`src/rtl/spq_pkg.sv`:
```
`timescale 1ns / 1ps
// Shared types and codes for the sorted priority queue with counts.
// No dependencies.
package spq_pkg;

  localparam int unsigned DepthDef = 64;
  localparam int unsigned CntW     = 7;
  localparam logic [CntW-1:0] CntMax = 7'd127;

  typedef enum logic [1:0] {
    OP_INSERT = 2'd0,
    OP_REMOVE = 2'd1,
    OP_QUERY  = 2'd2,
    OP_SPARE  = 2'd3
  } op_e;

  typedef enum logic [1:0] {
    ST_OK      = 2'd0,
    ST_INVALID = 2'd1,
    ST_FULL    = 2'd2,
    ST_EMPTY   = 2'd3
  } status_e;

  typedef enum logic [2:0] {
    S_IDLE,
    S_INS_RD,
    S_INS_EV,
    S_REM_EV,
    S_CNT,
    S_DONE
  } state_e;

  typedef struct packed {
    logic [7:0]  tag;
    logic [15:0] ident;
    logic [15:0] ktime;
  } entry_t;

endpackage

```
`src/rtl/sorted_priority_queue_with_counts.sv`:
```
`timescale 1ns / 1ps
// Insert walks back from the tail, shifting each stored entry whose key is at or after the
// new key up one slot, then places it; remove reads the head entry. Every operation then
// counts over the stored entries of the single-port-read entry memory and loads the
// output register. One item at a time: in_stall_o stays high until the output register
// takes the result, which waits while out_stall_i holds a previous result.
// Reset: occupancy and head pointer clear; memory contents stay undefined.
module sorted_priority_queue_with_counts
  import spq_pkg::*;
#(
  parameter int unsigned DEPTH = DepthDef
) (
  input  logic        clk_i,
  input  logic        rst_ni,
  input  logic        in_valid_i,
  output logic        in_stall_o,
  input  logic [1:0]  op_i,
  input  logic [7:0]  tag_i,
  input  logic [15:0] ident_i,
  input  logic [15:0] key_time_i,
  output logic        out_valid_o,
  input  logic        out_stall_i,
  output logic [1:0]  status_o,
  output logic [7:0]  out_tag_o,
  output logic [15:0] out_ident_o,
  output logic [15:0] out_time_o,
  output logic [6:0]  occupancy_o,
  output logic [6:0]  tag_matches_o,
  output logic [6:0]  ident_smaller_o,
  output logic [6:0]  ident_larger_o,
  output logic [6:0]  time_earlier_o,
  output logic [6:0]  time_later_o
);

  localparam int unsigned AW = (DEPTH > 1) ? $clog2(DEPTH) : 1;
  localparam int unsigned CW = $clog2(DEPTH + 1);
  localparam logic [CW:0] DepthW = (CW + 1)'(DEPTH);

  state_e state_q, state_d;
  logic [CW-1:0] count_q, count_d;
  logic [AW-1:0] head_q, head_d;
  logic [CW-1:0] idx_q, idx_d;
  logic          rv_q, rv_d;
  logic [1:0]    op_q, op_d;
  entry_t        in_q, in_d;
  status_e       stat_q, stat_d;
  entry_t        rem_q, rem_d;
  logic [CntW-1:0] n_tag_q, n_tag_d, n_sm_q, n_sm_d, n_lg_q, n_lg_d;
  logic [CntW-1:0] n_er_q, n_er_d, n_lt_q, n_lt_d;

  logic          ov_q, ov_d;
  status_e       o_stat_q, o_stat_d;
  entry_t        o_rem_q, o_rem_d;
  logic [CntW-1:0] o_occ_q, o_occ_d, o_tag_q, o_tag_d, o_sm_q, o_sm_d;
  logic [CntW-1:0] o_lg_q, o_lg_d, o_er_q, o_er_d, o_lt_q, o_lt_d;

  entry_t        mem [DEPTH];
  entry_t        rd_data_q;
  logic          rd_en, we;
  logic [AW-1:0] rd_addr, wr_addr;
  entry_t        wr_data;
  logic          accept;
  logic [CW+6:0] occ_ext;

  // logical slot to physical address on the ring
  function automatic logic [AW-1:0] phys(logic [AW-1:0] head, logic [CW-1:0] lidx);
    logic [CW:0] sum;
    sum = (CW + 1)'(head) + (CW + 1)'(lidx);
    if (sum >= DepthW) sum = sum - DepthW;
    return sum[AW-1:0];
  endfunction

  function automatic logic [CntW-1:0] inc_sat(logic [CntW-1:0] v, logic hit);
    return (hit && v != CntMax) ? v + 1'b1 : v;
  endfunction

  always_ff @(posedge clk_i) begin
    if (we) mem[wr_addr] <= wr_data;
    if (rd_en) rd_data_q <= mem[rd_addr];
  end

  assign accept  = in_valid_i && !in_stall_o;
  assign in_stall_o = (state_q != S_IDLE);
  assign occ_ext = (CW + 7)'(count_q);

  always_comb begin
    state_d = state_q;
    count_d = count_q;
    head_d  = head_q;
    idx_d   = idx_q;
    rv_d    = 1'b0;
    op_d    = op_q;
    in_d    = in_q;
    stat_d  = stat_q;
    rem_d   = rem_q;
    n_tag_d = n_tag_q;
    n_sm_d  = n_sm_q;
    n_lg_d  = n_lg_q;
    n_er_d  = n_er_q;
    n_lt_d  = n_lt_q;
    ov_d     = ov_q && out_stall_i;
    o_stat_d = o_stat_q;
    o_rem_d  = o_rem_q;
    o_occ_d  = o_occ_q;
    o_tag_d  = o_tag_q;
    o_sm_d   = o_sm_q;
    o_lg_d   = o_lg_q;
    o_er_d   = o_er_q;
    o_lt_d   = o_lt_q;
    rd_en   = 1'b0;
    rd_addr = '0;
    we      = 1'b0;
    wr_addr = '0;
    wr_data = in_q;

    unique case (state_q)
      S_IDLE: begin
        if (accept) begin
          op_d    = op_i;
          in_d    = '{tag: tag_i, ident: ident_i, ktime: key_time_i};
          stat_d  = ST_OK;
          rem_d   = '0;
          idx_d   = '0;
          n_tag_d = '0;
          n_sm_d  = '0;
          n_lg_d  = '0;
          n_er_d  = '0;
          n_lt_d  = '0;
          state_d = S_CNT;
          unique case (op_e'(op_i))
            OP_INSERT: begin
              if (ident_i == '0 || key_time_i == '0) begin
                stat_d = ST_INVALID;
              end else if ((CW + 1)'(count_q) == DepthW) begin
                stat_d = ST_FULL;
              end else begin
                idx_d   = count_q;
                state_d = S_INS_RD;
              end
            end
            OP_REMOVE: begin
              if (count_q == '0) begin
                stat_d = ST_EMPTY;
              end else begin
                rd_en   = 1'b1;
                rd_addr = head_q;
                state_d = S_REM_EV;
              end
            end
            OP_QUERY, OP_SPARE: ;
            default: ;
          endcase
        end
      end
      S_INS_RD: begin
        // idx_q is the free slot; look at the entry just before it
        if (idx_q == '0) begin
          we      = 1'b1;
          wr_addr = head_q;
          count_d = count_q + 1'b1;
          state_d = S_CNT;
        end else begin
          rd_en   = 1'b1;
          rd_addr = phys(head_q, idx_q - 1'b1);
          state_d = S_INS_EV;
        end
      end
      S_INS_EV: begin
        we      = 1'b1;
        wr_addr = phys(head_q, idx_q);
        if (rd_data_q.ktime >= in_q.ktime) begin
          wr_data = rd_data_q;
          idx_d   = idx_q - 1'b1;
          state_d = S_INS_RD;
        end else begin
          count_d = count_q + 1'b1;
          idx_d   = '0;
          state_d = S_CNT;
        end
      end
      S_REM_EV: begin
        rem_d   = rd_data_q;
        head_d  = (32'(head_q) == DEPTH - 1) ? '0 : head_q + 1'b1;
        count_d = count_q - 1'b1;
        state_d = S_CNT;
      end
      S_CNT: begin
        if (idx_q != count_q) begin
          rd_en   = 1'b1;
          rd_addr = phys(head_q, idx_q);
          idx_d   = idx_q + 1'b1;
          rv_d    = 1'b1;
        end else if (!rv_q) begin
          state_d = S_DONE;
        end
        if (rv_q) begin
          n_tag_d = inc_sat(n_tag_q, rd_data_q.tag == in_q.tag);
          n_sm_d  = inc_sat(n_sm_q, rd_data_q.ident < in_q.ident);
          n_lg_d  = inc_sat(n_lg_q, rd_data_q.ident > in_q.ident);
          n_er_d  = inc_sat(n_er_q, rd_data_q.ktime < in_q.ktime);
          n_lt_d  = inc_sat(n_lt_q, rd_data_q.ktime > in_q.ktime);
        end
      end
      S_DONE: begin
        // hold until the output register frees up
        if (!ov_q || !out_stall_i) begin
          ov_d     = 1'b1;
          o_stat_d = stat_q;
          o_rem_d  = rem_q;
          o_occ_d  = (occ_ext > (CW + 7)'(CntMax)) ? CntMax : occ_ext[CntW-1:0];
          o_tag_d  = n_tag_q;
          o_sm_d   = n_sm_q;
          o_lg_d   = n_lg_q;
          o_er_d   = n_er_q;
          o_lt_d   = n_lt_q;
          state_d  = S_IDLE;
        end
      end
      default: state_d = S_IDLE;
    endcase
  end

  always_ff @(posedge clk_i or negedge rst_ni) begin
    if (!rst_ni) begin
      state_q <= S_IDLE;
      count_q <= '0;
      head_q  <= '0;
      idx_q   <= '0;
      rv_q    <= 1'b0;
      ov_q    <= 1'b0;
    end else begin
      state_q <= state_d;
      count_q <= count_d;
      head_q  <= head_d;
      idx_q   <= idx_d;
      rv_q    <= rv_d;
      ov_q    <= ov_d;
    end
  end

  always_ff @(posedge clk_i) begin
    op_q     <= op_d;
    in_q     <= in_d;
    stat_q   <= stat_d;
    rem_q    <= rem_d;
    n_tag_q  <= n_tag_d;
    n_sm_q   <= n_sm_d;
    n_lg_q   <= n_lg_d;
    n_er_q   <= n_er_d;
    n_lt_q   <= n_lt_d;
    o_stat_q <= o_stat_d;
    o_rem_q  <= o_rem_d;
    o_occ_q  <= o_occ_d;
    o_tag_q  <= o_tag_d;
    o_sm_q   <= o_sm_d;
    o_lg_q   <= o_lg_d;
    o_er_q   <= o_er_d;
    o_lt_q   <= o_lt_d;
  end

  assign out_valid_o     = ov_q;
  assign status_o        = o_stat_q;
  assign out_tag_o       = o_rem_q.tag;
  assign out_ident_o     = o_rem_q.ident;
  assign out_time_o      = o_rem_q.ktime;
  assign occupancy_o     = o_occ_q;
  assign tag_matches_o   = o_tag_q;
  assign ident_smaller_o = o_sm_q;
  assign ident_larger_o  = o_lg_q;
  assign time_earlier_o  = o_er_q;
  assign time_later_o    = o_lt_q;

`ifndef ASSERT_OFF
  a_count_bound: assert property (@(posedge clk_i) disable iff (!rst_ni)
    (CW + 1)'(count_q) <= DepthW) else $error("occupancy beyond depth");
  a_walk_bound: assert property (@(posedge clk_i) disable iff (!rst_ni)
    state_q == S_CNT |-> idx_q <= count_q) else $error("count walk overran");
  a_write_insert: assert property (@(posedge clk_i) disable iff (!rst_ni)
    we |-> (state_q == S_INS_RD || state_q == S_INS_EV) && op_q == OP_INSERT)
    else $error("memory write outside insert");
  a_head_bound: assert property (@(posedge clk_i) disable iff (!rst_ni)
    32'(head_q) < DEPTH) else $error("head pointer out of range");
`endif

endmodule

```
`config.mk`:
```
export PLATFORM = sky130hd
export DESIGN_NAME = sorted_priority_queue_with_counts
export DESIGN_NICKNAME = d
export VERILOG_FILES = /design/src/rtl/spq_pkg.sv /design/src/rtl/sorted_priority_queue_with_counts.sv
export SDC_FILE = /design/constraint.sdc
export NUM_CORES = 2
export LEC_CHECK = 0
export BUFFER_PORTS_ARGS = -buffer_cell sky130_fd_sc_hd__buf_2
export CAP_MARGIN = 20
export CORE_ASPECT_RATIO = 0.8
export CORE_MARGIN = 10
export CORE_UTILIZATION = 55
export CTS_BUF_LIST = sky130_fd_sc_hd__clkbuf_8
export DETAILED_ROUTE_END_ITERATION = 8
export PLACE_DENSITY = 0.77
export SLEW_MARGIN = 10
export SYNTH_ARGS = -nofsm -noshare
export SYNTH_HDL_FRONTEND = slang
export SYNTH_SLANG_ARGS = --single-unit
```
`constraint.sdc`:
```
create_clock -name clk_i -period 6.2 [get_ports clk_i]
set_input_delay 0.31 -clock clk_i [delete_from_list [all_inputs] [get_ports clk_i]]
set_output_delay 0.31 -clock clk_i [all_outputs]
set_load 0.02 [all_outputs]
```
==> run_results.csv <==
group,metric,value,unit
power,comb_power_share,40.6,%
power,p_clk_share,21.3,%
floorplan,die-area,220100,um2
floorplan,initial_core_util,55.26,%
clock_network,cts_made_buffers,408,
clock_network,cts_sinks,2826,
floorplan,fp.dieW,522.0,um
cells_and_area,layout.nets,7133,
floorplan,rows,147,
logic_synthesis,synth_area,110900,um2
logic_synthesis,yosys.area_share.simple,6.738,%
sta,rsz0062_at_grt,"no",
sta,worst_hold_slack,0.09799,ns
logic_synthesis,synthCells,6582,
flow_run,maxCapViolCount,0,
grt,grt_pass1_wl,444.1,mm
detailed_routing,route.detailed.drc,0,
critical_path,cp_max_fo,48,
logic_synthesis,synth.avg_cell_area,16.85,um2
power,seqPwrFrac,38.2,%
detailed_routing,vias,65960,
sta,maxSlewHeadroom,12.79,%
critical_path,cp_num_buf_inv,2,
critical_path,cp_slowest_stage_delay,0.79,ns
sta,period_needed,5.526,ns
grt,grt_max_degree,124,
power,p_int,38.59,mW
place,finalWeightedCongestion,0.8994,
logic_synthesis,synth-xor-area-share,0.4818,%
clock_network,clockBufferDepth,4,
floorplan,ios,132,
logic_synthesis,synth_top_family_by_area,"multiplexers",
logic_synthesis,async_flop_share,0.8846,%
detailed_routing,drt-vias-per-instance,6.584,
logic_synthesis,muxShareOfSynthArea,7.393,%
sta,post-route-period-util,89.13,%
power,leakage,41.79,nW
critical_path,critPathKind,"reg2reg",
place,dpl.hpwl,180.2,mm
cells_and_area,drive_gt1_share,17.27,%
run_status,status,"completed",
critical_path,cpMostUsedCell,"ha_1",
logic_synthesis,ys_types,76,
min_path,hold_class,"in2reg",
critical_path,path_cells,"inv_1, ha_1, nor2b_1, or2_2, ha_1, xor2_1, a22oi_2, and2_4, nor2_4, buf_12, a32oi_1, a21oi_1, a211o_1, nor4_2",
logic_synthesis,ys_warn_count,0,
sta,fin_setup_tns,0,ns
clock_network,cts_tree,"built",
grt,antenna_found_initial,10,
critical_path,critPathArrivalTime,6.45,ns
floorplan,die_height,421.6,um
sta,hold_violations,0,
place,portBuffers,131,
grt,grt.total_usage,27.25,%
detailed_routing,drtIter0Drc,11150,
logic_synthesis,synth-main-ff-cell,"edfxtp_1",
sta,fmax,181.0,MHz
power,ir_drop,0.5788,mV
cells_and_area,fillers,13480,
critical_path,cp_slowest_cell,"and2_4",
critical_path,start_kind,"flip-flop",
clock_network,hold_buffers,87,
detailed_routing,routed_wl,308.1,mm
sta,worst_pin_slew,1.300,ns
logic_synthesis,syn-num-nets,6686,
critical_path,path_delay_family,"simple AND/OR/NAND/NOR gates",
cells_and_area,layout_commonest_cell,"edfxtp_1",
critical_path,worstPathRequired,7.12,ns
sta,skew,0.1109,ns
logic_synthesis,synth_fa_ha_area_share,0.6747,%
clock_network,insertion_delay,1.13,ns
detailed_routing,wl_per_cell,30.75,um
grt,grt_overflow_total,0,
clock_network,htree_num_levels,5,
power,p_switching,25.17,mW
power,p_sw_share,39.47,%
cells_and_area,area_delta_synth_final,11.90,%
logic_synthesis,ys_ff_latch,2826,
logic_synthesis,synth-seq-area-share,76.41,%
clock_network,cts-root-buf,"clkbuf_8",
logic_synthesis,synth_edf_count,2801,
power,powerDensity,513.8,nW/um2
sta,slew_violations,0,
power,power,63.76,mW
clock_network,cts.repair.resized,0,
clock_network,postCtsSetupRepairBufs,0,
critical_path,endpoint_kind,"flip-flop",
place,dpl_worst_slack,0.8108,ns
clock_network,path_clk_slew,0.07,ns
detailed_routing,antenna_left,0,
cells_and_area,final_cell_mix,"edfxtp_1 (2801), nand2_1 (1031), clkbuf_8 (413)",
logic_synthesis,synth_compound_area_share,6.480,%
floorplan,core,200700,um2
sta,setup_ws,0.6741,ns
grt,grt_pass1_vias,63820,
sta,setup_viol,0,
detailed_routing,first_pass_iters,7,
[worst register-to-register path, stage by stage, from the launching register on]
cell and delay [ns]:
dfrtp_1 0.48, inv_1 0.14, ha_1 0.26, nor2b_1 0.18, or2_2 0.32, ha_1 0.33
xor2_1 0.17, a22oi_2 0.65, and2_4 0.80, nor2_4 0.38, buf_12 0.34, a32oi_1 0.57
a21oi_1 0.13, a211o_1 0.44, nor4_2 0.19
[stage by stage]
| step | cells | area (um2) | util (%) |
|---|---|---|---|
| after floorplan | 6582 | 110900 | - |
| after global placement | 9203 | 115800 | 57.71 |
| after detailed placement | 9210 | 115900 | 57.77 |
| after CTS | 9998 | 124000 | 61.79 |
| after global routing | 10010 | 124100 | 61.83 |
| final | 10020 | 124100 | 61.84 |
[cell families after synthesis]
kind of cell,after synthesis
buffers and inverters,449
AO/OA/AOI/OAI,994
adder cells (fa/ha/maj),58
XOR/XNOR,61
AND/OR/NAND/NOR,1673
multiplexers,521
flip-flops,2826
[power groups by stage]
stage	logic [mW]	registers (mW)	clock network (mW)
2_1_floorplan	16.3	24.2	0
3_3_place_gp	24.5	24.6	0
3_5_place_dp	25.0	24.7	0
4_1_cts	25.2	24.3	13.6
5_1_grt	26.9	24.3	14.4
6_report	25.9	24.3	13.5
[cell usage after synthesis, drive strengths merged (76+ instances only)]
library cell  instances  area (um2)
edfxtp             2801       84110
and3                136       850.8
a21oi               268        1345
nor2                206       790.8
nand2              1037        3900
a22oi               103       778.2
mux2i               243        2432
a211oi               76       588.1
nand3               127       635.6
buf                 188        1036
a32oi               219        1918
mux4                234        5270
clkbuf              217       815.8
[path summary, 6_finish.rpt]
| path | cells past startpoint | from | end | slack [ns] |
|---|---|---|---|---|
| setup / recovery | 14 | idx_q[0] | rd_data_q[13] | 0.67 |
| hold / removal | 2 | tag_i[7] | in_q[39] | 0.1 |
| setup reg to reg | 14 | idx_q[0] | rd_data_q[13] | 0.67 |
| hold reg to reg | 0 | rem_q[24] | out_ident_o[8] | 0.42 |
| max in group asynchronous | 4 | rst_ni | state_q[1] | 5.75 |
| min in group asynchronous | 4 | rst_ni | idx_q[0] | 0.28 |
[area by class of cell]
cell class | instances | area, um2 | share of cell area [%]
Timing Repair Buffer | 442 | 3851 | 3.104
Clock buffer | 413 | 5684 | 4.581
Clock inverter | 288 | 1488 | 1.199
Sequential cell | 2826 | 84740 | 68.29
Multi-Input combinational cell | 3307 | 24770 | 19.96
Antenna cell | 17 | 42.54 | 0.03428
Inverter | 44 | 165.2 | 0.1331
Tap cell | 2682 | 3356 | 2.704
[flip-flops by register name, indices dropped and copies added, names as in the netlist, 8 cells and up]
register / flops
mem: 2560
in_q: 40
rd_data_q: 40
rem_q: 40
out_ident_o: 16
out_time_o: 16
out_tag_o: 8
[layer usage]
| metal | track usage [%] | wire [um] | up-vias |
|---|---|---|---|
| li1 | - | - | 26880 |
| met1 | 38.55 | 109500 | 32790 |
| met2 | 39.63 | 135000 | 5500 |
| met3 | 8.732 | 50060 | 788 |
| met4 | 10.52 | 13470 | 2 |
| met5 | 0 | 12 | - |
No activity file was read; power rests on OpenSTA's default activity.
